File: src/rtl/tdpt_pkg.sv
// ----------------------------------------------------------------------------
// Trial division prime test package
// Shared width default, sequencer states and divider control and status structs.
// ----------------------------------------------------------------------------
`default_nettype none

package tdpt_pkg;

  localparam int unsigned DefWidth = 32;

  typedef enum logic [2:0] {
    StIdle,
    StClassify,
    StCheck,
    StDiv,
    StFinish
  } state_e;

  typedef struct packed {
    logic start;
  } div_ctrl_t;

  typedef struct packed {
    logic busy;
    logic done;
    logic rem_zero;
  } div_stat_t;

endpackage

`default_nettype wire

File: src/rtl/tdpt_rem_unit.sv
// ----------------------------------------------------------------------------
// Trial division prime test remainder unit
// Restoring divider that settles one quotient bit per cycle while running, keeps
// only the remainder and reports whether the final remainder is zero.
// ----------------------------------------------------------------------------
`default_nettype none

module tdpt_rem_unit #(
  parameter int unsigned WIDTH = tdpt_pkg::DefWidth
) (
  input  wire logic                clk_i,
  input  wire logic                rst_ni,
  input  wire tdpt_pkg::div_ctrl_t ctrl_i,
  input  wire logic [WIDTH-1:0]    dividend_i,
  input  wire logic [WIDTH-1:0]    divisor_i,
  output tdpt_pkg::div_stat_t      stat_o
);

  localparam int unsigned CntW = $clog2(WIDTH);
  localparam logic [CntW-1:0] LastCnt = CntW'(WIDTH - 1);

  logic            running_q, running_d;
  logic            done_q, done_d;
  logic [CntW-1:0] cnt_q, cnt_d;
  logic [WIDTH-1:0] dvd_q, dvd_d;
  logic [WIDTH-1:0] dvs_q, dvs_d;
  logic [WIDTH-1:0] rem_q, rem_d;
  logic [WIDTH:0]   trial;
  logic [WIDTH:0]   diff;

  assign trial = {rem_q, dvd_q[WIDTH-1]};
  assign diff  = trial - {1'b0, dvs_q};

  always_comb begin
    running_d = running_q;
    done_d    = 1'b0;
    cnt_d     = cnt_q;
    dvd_d     = dvd_q;
    dvs_d     = dvs_q;
    rem_d     = rem_q;
    if (ctrl_i.start) begin
      running_d = 1'b1;
      cnt_d     = '0;
      dvd_d     = dividend_i;
      dvs_d     = divisor_i;
      rem_d     = '0;
    end else if (running_q) begin
      dvd_d = {dvd_q[WIDTH-2:0], 1'b0};
      if (!diff[WIDTH]) begin
        rem_d = diff[WIDTH-1:0];
      end else begin
        rem_d = trial[WIDTH-1:0];
      end
      cnt_d = cnt_q + 1'b1;
      if (cnt_q == LastCnt) begin
        running_d = 1'b0;
        done_d    = 1'b1;
      end
    end
  end

  always_ff @(posedge clk_i or negedge rst_ni) begin
    if (!rst_ni) begin
      running_q <= 1'b0;
      done_q    <= 1'b0;
      cnt_q     <= '0;
    end else begin
      running_q <= running_d;
      done_q    <= done_d;
      cnt_q     <= cnt_d;
    end
  end

  always_ff @(posedge clk_i) begin
    dvd_q <= dvd_d;
    dvs_q <= dvs_d;
    rem_q <= rem_d;
  end

  assign stat_o.busy     = running_q;
  assign stat_o.done     = done_q;
  assign stat_o.rem_zero = (rem_q == '0);

endmodule

`default_nettype wire

File: config.mk
export PLATFORM = sky130hd
export DESIGN_NAME = tdpt_rem_unit
export DESIGN_NICKNAME = d
export VERILOG_FILES = /design/src/rtl/tdpt_pkg.sv /design/src/rtl/tdpt_rem_unit.sv
export SDC_FILE = /design/constraint.sdc
export NUM_CORES = 1
export LEC_CHECK = 0
export ABC_AREA = 1
export BUFFER_PORTS_ARGS = -buffer_cell sky130_fd_sc_hd__buf_4
export CAP_MARGIN = 5
export CORE_UTILIZATION = 40
export CTS_CLUSTER_SIZE = 14
export DETAILED_ROUTE_END_ITERATION = 8
export SLEW_MARGIN = 20
export SYNTH_ARGS = -nofsm -noshare
export SYNTH_HDL_FRONTEND = slang
export SYNTH_SLANG_ARGS = --single-unit
File: constraint.sdc
create_clock -name clk_i -period 3.95 [get_ports clk_i]
set_input_delay 0.1975 -clock clk_i [delete_from_list [all_inputs] [get_ports clk_i]]
set_output_delay 0.1975 -clock clk_i [all_outputs]
set_load 0.1 [all_outputs]
# [Word-level counts from Yosys, hierarchy flattened]
# Index checks and enable logic that the tools add are counted.
[word_totals] reg_bits=103 latch_bits=0 mem_bits_rw=0 romBits=0 mem_count=0
[op_classes] add_sub_neg=2 mul=0 div_mod_pow=0 order_cmp=0 eq_ne=1 shift=0 muxes=11 n_bitwise=0 reduce_logical=2
[op_table] operator="32-bit 2-to-1 mux" count=3
[op_table] operator="33-bit by 32-bit subtractor with 33-bit output" count=1
[op_table] operator="32-bit logical NOT" count=1
[op_table] operator="5-bit 2-to-1 mux" count=2
[op_table] operator="1-bit 2-to-1 mux" count=6
[op_table] operator="5-bit by 1-bit adder with 5-bit output, second input constant" count=1
[op_table] operator="5-bit == test, second input constant" count=1
[op_table] operator="2-bit nonzero test" count=1

# [Logic depth before layout (Yosys ltp)]
# Gate-level depths: netlist (run 1).
[logic_depth] word_depth=4 depth_mapped=18 mapped_depth_nobuf=17

# [Least setup slack after synthesis (run 1)]
# No wires, ideal clock.
[synth_path] path_kind="reg2out" start="reg rem_q[31]" end="out stat_o[0] in the netlist's numbering" arrival_time_ns=3.584 required_ns=3.753 slack_ns=0.168 path_stages_with_launch=4 cell_sequence="dfxtp_1 > nor4_1 > nand4_1 > nor4_1"
[synth_lines] element="from (decl)" line="tdpt_rem_unit.sv:27" source="logic [WIDTH-1:0] rem_q, rem_d;"
[synth_lines] element="from (signal assigned)" line="tdpt_rem_unit.sv:77" source="rem_q <= rem_d;"
[synth_lines] element="to (decl)" line="tdpt_rem_unit.sv:16" source="output tdpt_pkg::div_stat_t stat_o"

# [Worst setup path in the final report (run 1)]
[layout_path] start="reg dvd_q[31]" end="reg rem_q[22]"
[layout_via] elab_chain_cells=2
[layout_rtl] element="from (decl)" line="tdpt_rem_unit.sv:25" source="logic [WIDTH-1:0] dvd_q, dvd_d;"
[layout_rtl] element="from (signal assigned)" line="tdpt_rem_unit.sv:75" source="dvd_q <= dvd_d;"
[layout_rtl] element="33-bit by 32-bit subtractor with 33-bit output" line="tdpt_rem_unit.sv:32" source="assign diff = trial - {1'b0, dvs_q};"
[layout_rtl] element="32-bit 2-to-1 mux" line="tdpt_rem_unit.sv:49" source="if (!diff[WIDTH]) begin"
# Every way passes these cells.
# A chain may end at the register's enable or synchronous reset.

==> results.tsv, run 1 <==
metric	value	unit
Post-DRT Antenna Nets	0	
Sink Count	103	
TritonCTS buffer count	9	
chip width	137	um
grt met2 use	32.7	%
TritonCTS clock tree	built	
Sequential Power Share	47.4	%
asr flop ratio synth	6.80	%
final core utilization	49.1	%
Worst Path Arrival	2.99	ns
most frequent cells after synthesis	nand2_1, inv_1, edfxtp_1	
# IOs	70	
status	finished clean	
met3 usage	3.15	%
CP Launch Type	register	
Syn Nets	1149	
number of port buffers	69	
Area Growth Syn to Fin	18.4	%
YS warnings	0	
Die Ht	137	um
clock power share	36.8	%
Setup Crit Path Kind	register to register	
Max Cap Violations	0	
met1 GRT Util	24.9	%
GP Congestion	0.914	
Worst-Skew Late Latency	0.38	ns
detailed placement HPWL	12500	um
share of cells above drive strength 1	14.8	%
switching power	0.764	mW
Final period util	68.7	%
share of the synthesized area in the top cell type	26.5	%
Leakage	4.65	nW
largest net degree at the start of global routing	72	
Routed wire per std cell	12.2	um
CP required	4.22	ns
CTS H-tree lvls	3	
busiest grt layer	met2	
DR DRC count	0	
Total Neg Setup Slack	0	ns
top post-synthesis cells by area	edfxtp_1, nand2_1, inv_1, dfxtp_1, ha_1	
Pre-antenna DRT Iters	7	
EDFF count, synth	64	
share of the yosys chip area belonging to registers	37.8	%
Slew @ Worst Pin	0.885	ns
PwrDens	303	nW/um^2
vias per cell	4.59	
Longest Clk Path Bufs	2	
CP endpoint kind	register	
ant diodes	0	
syn_area_per_cell	6.93	um^2
# nets final	1243	
Tmin final	2.71	ns
flops & latches, synth	103	
sw frac	29.3	%
Comb pwr share	15.8	%
area occupied by registers	2740	um^2
cell-internal power	1.84	mW
Synth Instances	1047	
Hold Fails Final Rpt	0	
# setup viols final	0	
Starting DRT DRC Count	310	
number of global-route vias before repair	5898	
root buf cell	clkbuf_16	
fillers	1842	
first-pass GRT wire length	27800	um
Worst IR Drop VDD	0.000207	V
row count	48	
post-CTS sizing	0	
area of the multi-input gates	3540	um^2
Fmax achieved	0.369	GHz
Critical Path Start	dvd_q[31]	
Synth area leader	edfxtp_1	
Hold Crit Start	divisor_i[29]	
initial antenna violation count	0	
Slew headroom	40.9	%
DIE AREA	18700	um^2
post-synthesis cell area	7250	um^2
Initial Utilization	41.5	%
RSZ-0062 raised after global routing	no	
reg2reg start	dvd_q[31]	
Worst Skew	0.0136	ns
GR Overflow Total	0	
Slew Viols, Final	0	
CTS clk-pin slew, worst paths	0.08	ns
most frequent cell after synthesis	nand2_1	
Hold/Removal Path Class	input port to register	
Synth cell types	39	
GRT Resource Usage Total	19.2	%
Top FF cell, synth	edfxtp_1	
Core ar.	17500	um^2
via count	6292	
WL final	16700	um
Crit Path Max Fanout	32	
==> final cells by class <==
class,instances,area share (%)
multi-input combinational,703,41.2
sequential,103,31.9
timing repair buffer,103,10.1
inverter,221,9.66
tap,225,3.28
clock buffer,9,2.62
clock inverter,7,1.18
==> registers in the layout (all words and copies together), names as in the netlist <==
register and cells:
cnt_q 5, done_q 1, dvd_q 32, dvs_q 32, rem_q 32, running_q 1
==> routing by layer <==
metal,vias up,wire (um)
li1,3340,-
met1,2801,7940
met2,133,7800
met3,18,749
met4,0,238
met5,-,0
==> cells in the final DEF (no fill, tap or decap), drive strengths merged, types with 2 or more instances in the layout <==
cell / synthesis / final
a21oi: 17 / 17
and2: 4 / 4
buf: 10 / 72
clkbuf: 10 / 9
clkinv: 2 / 7
dfrtp: 7 / 7
dfxtp: 32 / 32
dlygate4sd3: 0 / 31
edfxtp: 64 / 64
ha: 34 / 34
inv: 219 / 221
nand2: 482 / 482
nand3: 59 / 59
nand4: 7 / 7
nor2: 52 / 52
nor3: 11 / 11
nor4: 8 / 8
o21ai: 6 / 6
xnor2: 13 / 13
xor2: 2 / 2
==> worst paths after layout <==
kind,slack [ns],end,cells after the start
max reg2reg,1.24,rem_q[22],17
min,0.02,dvs_q[29],1
max,1.24,rem_q[22],17
max in group asynchronous,3.66,cnt_q[4],2
min reg2reg,0.48,rem_q[21],2
min in group asynchronous,0.16,done_q,2
==> metrics by stage <==
| stage | cell area [um^2] | std cells | hold WS, ns | setup WS, ns | total power, mW |
|---|---|---|---|---|---|
| 3_3_place_gp | 7920 | 1323 | 0.0199 | 1.36 | 1.64 |
| 5_1_grt | 8590 | 1371 | 0.00237 | 1.01 | 2.73 |
| 6_report | 8590 | 1371 | 0.0180 | 1.24 | 2.60 |
| 2_1_floorplan | 7250 | 1047 | -0.0981 | 0.168 | 1.51 |
| 4_1_cts | 8550 | 1369 | 0.00130 | 1.27 | 2.64 |
| 3_5_place_dp | 7920 | 1323 | 0.0152 | 1.28 | 1.65 |
==> logic make-up after synthesis <==
kind of cell	Yosys count	synth area share, %
adder cells (fa/ha/maj)	35	6.14
AO/OA/AOI/OAI	27	2.05
AND/OR/NAND/NOR	626	38.7
buffers and inverters	241	13.5
XOR/XNOR	15	1.81
flip-flops	103	37.8
==> worst max-delay path, stage by stage, from the launching register on <==
cell and delay (ns):
edfxtp_1 0.32, inv_1 0.05, ha_1 0.22, fa_1 0.40, inv_1 0.09, nand2_1 0.05, nand2_1 0.09, nand3_1 0.07
nand2_1 0.13, nand2_1 0.08, nand2_2 0.10, nand2_4 0.07, nand2_4 0.07, nand2_2 0.06, nand2_4 0.46, nand2_1 0.16
nand3_2 0.11, nand2_1 0.05
==> what timing repair did <==
item	CTS	global route
buffers inserted	0	0
hold endpoints to repair	36	1
hold buffers	30	1
==> power groups by stage <==
stage / clock [mW] / sequential, mW / combinational, mW
floorplan: 0 / 1.25 / 0.261
global placement: 0 / 1.26 / 0.387
detailed placement: 0 / 1.26 / 0.386
CTS: 0.991 / 1.24 / 0.412
global route: 1.03 / 1.24 / 0.460
finish: 0.958 / 1.23 / 0.411
Power figures use the tool's default switching activity.
==> inputs of run 2 (changes only) <==
- clock period: 3.95 -> 2.5 ns (I/O delays scaled with it)
==> run 2 against run 1 <==
Fmax rose by 16%. Sequential power rose by 59%. Global-route usage rose by 0.65 points. Count of clock-buffer cells in the layout rose by 1. Critical path depth rose by 1. Die area did not move. Largest power group unchanged.
==> results.tsv, run 2 (synthesis results as in run 1) <==
metric	value	unit	change
row count	48		unchanged
Die Ht	137	um	unchanged
CP Launch Type	register		unchanged
TritonCTS buffer count	9		unchanged
met3 usage	3.70	%	was 3.15%
Core ar.	17500	um^2	unchanged
Worst Skew	0.0114	ns	was 0.0136 ns
status	finished clean		unchanged
Pwr Total	4.11	mW	was 2.60 mW
DIE AREA	18700	um^2	unchanged
TritonCTS clock tree	built		unchanged
Final Non-Filler Cells	1384		was 1371
root buf cell	clkbuf_16		unchanged
Longest Clk Path Bufs	2		unchanged
# nets final	1256		was 1243
vias per cell	4.59		about the same
Hold/Removal Path Class	input port to register		unchanged
Slew @ Worst Pin	0.908	ns	was 0.885 ns
# setup viols final	0		unchanged
busiest grt layer	met2		unchanged
PwrDens	468	nW/um^2	was 303 nW/um^2
via count	6347		was 6292
GRT Resource Usage Total	19.9	%	was 19.2%
Worst-Skew Late Latency	0.37	ns	was 0.38 ns
grt met2 use	34.0	%	was 32.7%
DR DRC count	0		unchanged
Area Growth Syn to Fin	20.9	%	was 18.4%
detailed placement HPWL	13100	um	was 12500 um
Post-DRT Antenna Nets	0		unchanged
Crit Path Max Fanout	8		was 32
CP endpoint kind	register		unchanged
CP required	2.76	ns	was 4.22 ns
Final period util	93.4	%	was 68.7%
Slew headroom	39.4	%	was 40.9%
Worst Path Arrival	2.60	ns	was 2.99 ns
fillers	1789		was 1842
number of global-route vias before repair	5854		was 5898
ant diodes	0		unchanged
Largest regs	dvd_q: 32 flops, dvs_q: 32 flops, rem_q: 32 flops		unchanged
Pre-antenna DRT Iters	4		was 7
Leakage	4.75	nW	was 4.65 nW
Starting DRT DRC Count	321		was 310
Setup Crit Path Kind	register to register		unchanged
Slew Viols, Final	0		unchanged
CTS H-tree lvls	3		unchanged
WL final	17500	um	was 16700 um
Tmin final	2.33	ns	was 2.71 ns
placed cells	1333		was 1323
most common cell after layout, fill and taps aside	nand2_1		unchanged
share of cells above drive strength 1	15.9	%	was 14.8%
Hold Fails Final Rpt	0		unchanged
chip width	137	um	unchanged
Worst Slack Setup Final	0.166	ns	was 1.24 ns
initial antenna violation count	0		unchanged
# IOs	70		unchanged
GR Overflow Total	0		unchanged
Max Cap Violations	0		unchanged
Routed wire per std cell	12.6	um	was 12.2 um
GP Congestion	0.973		was 0.914
number of port buffers	69		unchanged
Initial Utilization	41.5	%	unchanged
Fmax achieved	0.428	GHz	was 0.369 GHz
Sink Count	103		unchanged
CTS clk-pin slew, worst paths	0.08	ns	about the same
Total Neg Setup Slack	0	ns	unchanged
first-pass GRT wire length	28500	um	was 27800 um
RSZ-0062 raised after global routing	no		unchanged
most frequent cells in the layout	nand2_1, inv_1, buf_4		unchanged
Worst IR Drop VDD	0.000401	V	was 0.000207 V
largest net degree at the start of global routing	53		was 72
worst slack, placed	0.165	ns	was 1.28 ns
met1 GRT Util	25.2	%	was 24.9%
[run 2: changes by cell type in the layout (fill, tap and decap cells not counted), moves of 2 or more]
cell,change
buf_12,+5
buf_4,+5
clkinv_8,-3
inv_8,+3
clkbuf_16,+2
dlygate4sd3_1,+2
[run 2: per-layer routing]
| layer | wire [um] | vias up |
|---|---|---|
| met5 | 0 | - |
| met4 | 322 | 0 |
| met3 | 815 | 20 |
| met2 | 8250 | 132 |
| met1 | 8120 | 2824 |
| li1 | - | 3371 |
[run 2: path summary, 6_finish.rpt]
kind / start / endpoint / slack [ns] / cells after the start
worst max-delay path: dvd_q[31] / rem_q[4] / 0.17 / 18
worst min-delay path: dividend_i[0] / dvd_q[0] / 0.02 / 3
worst max register to register: dvd_q[31] / rem_q[4] / 0.17 / 18
worst min register to register: rem_q[25] / rem_q[25] / 0.48 / 2
max in group asynchronous: rst_ni / cnt_q[0] / 2.29 / 2
min in group asynchronous: rst_ni / done_q / 0.09 / 2
[run 2: timing repair]
| action | CTS | global route |
|---|---|---|
| setup buffers | 0 | 0 |
| setup endpoints to repair | 0 | 12 |
| hold buffers | 33 | 0 |
| endpoints found under the hold margin | 39 | 0 |
| resized for setup | 0 | 2 |
[run 2: critical path, cell delays in order, from the launching register on]
cell and delay (ns):
edfxtp_1 0.32, inv_1 0.05, ha_1 0.22, fa_2 0.35
inv_1 0.08, nand2_1 0.06, nand2_2 0.08, nand3_1 0.06
nand2_1 0.09, nand2_1 0.07, nand2_2 0.09, nand2_4 0.07
nand2_4 0.07, nand2_2 0.06, nand2_4 0.16, clkbuf_16 0.21
nand2_1 0.06, nand3_1 0.06, nand2_1 0.04
[run 2: cell type report]
| cell class | count | area, um^2 | area share, % |
|---|---|---|---|
| Inverter | 221 | 830 | 9.46 |
| Timing Repair Buffer | 116 | 1050 | 12.0 |
| Clock buffer | 10 | 239 | 2.73 |
| Clock inverter | 6 | 70.1 | 0.799 |
| Sequential cell | 103 | 2740 | 31.2 |
| Tap cell | 225 | 282 | 3.21 |
| Multi-Input combinational cell | 703 | 3560 | 40.6 |
[run 2: where the power goes]
part,internal [mW],switching (mW)
clock network,0.745,0.743
registers,1.91,0.0354
logic,0.271,0.399
total,2.93,1.18
[run 2: metrics by stage]
step	util [%]	instance area (um^2)	hold WS, ns
floorplan	-	7270	-0.171
global placement	46.2	8080	-0.0562
detailed placement	46.2	8080	-0.0591
CTS	49.9	8710	0.00254
global route	50.2	8770	0.0108
finish	50.2	8770	0.0152
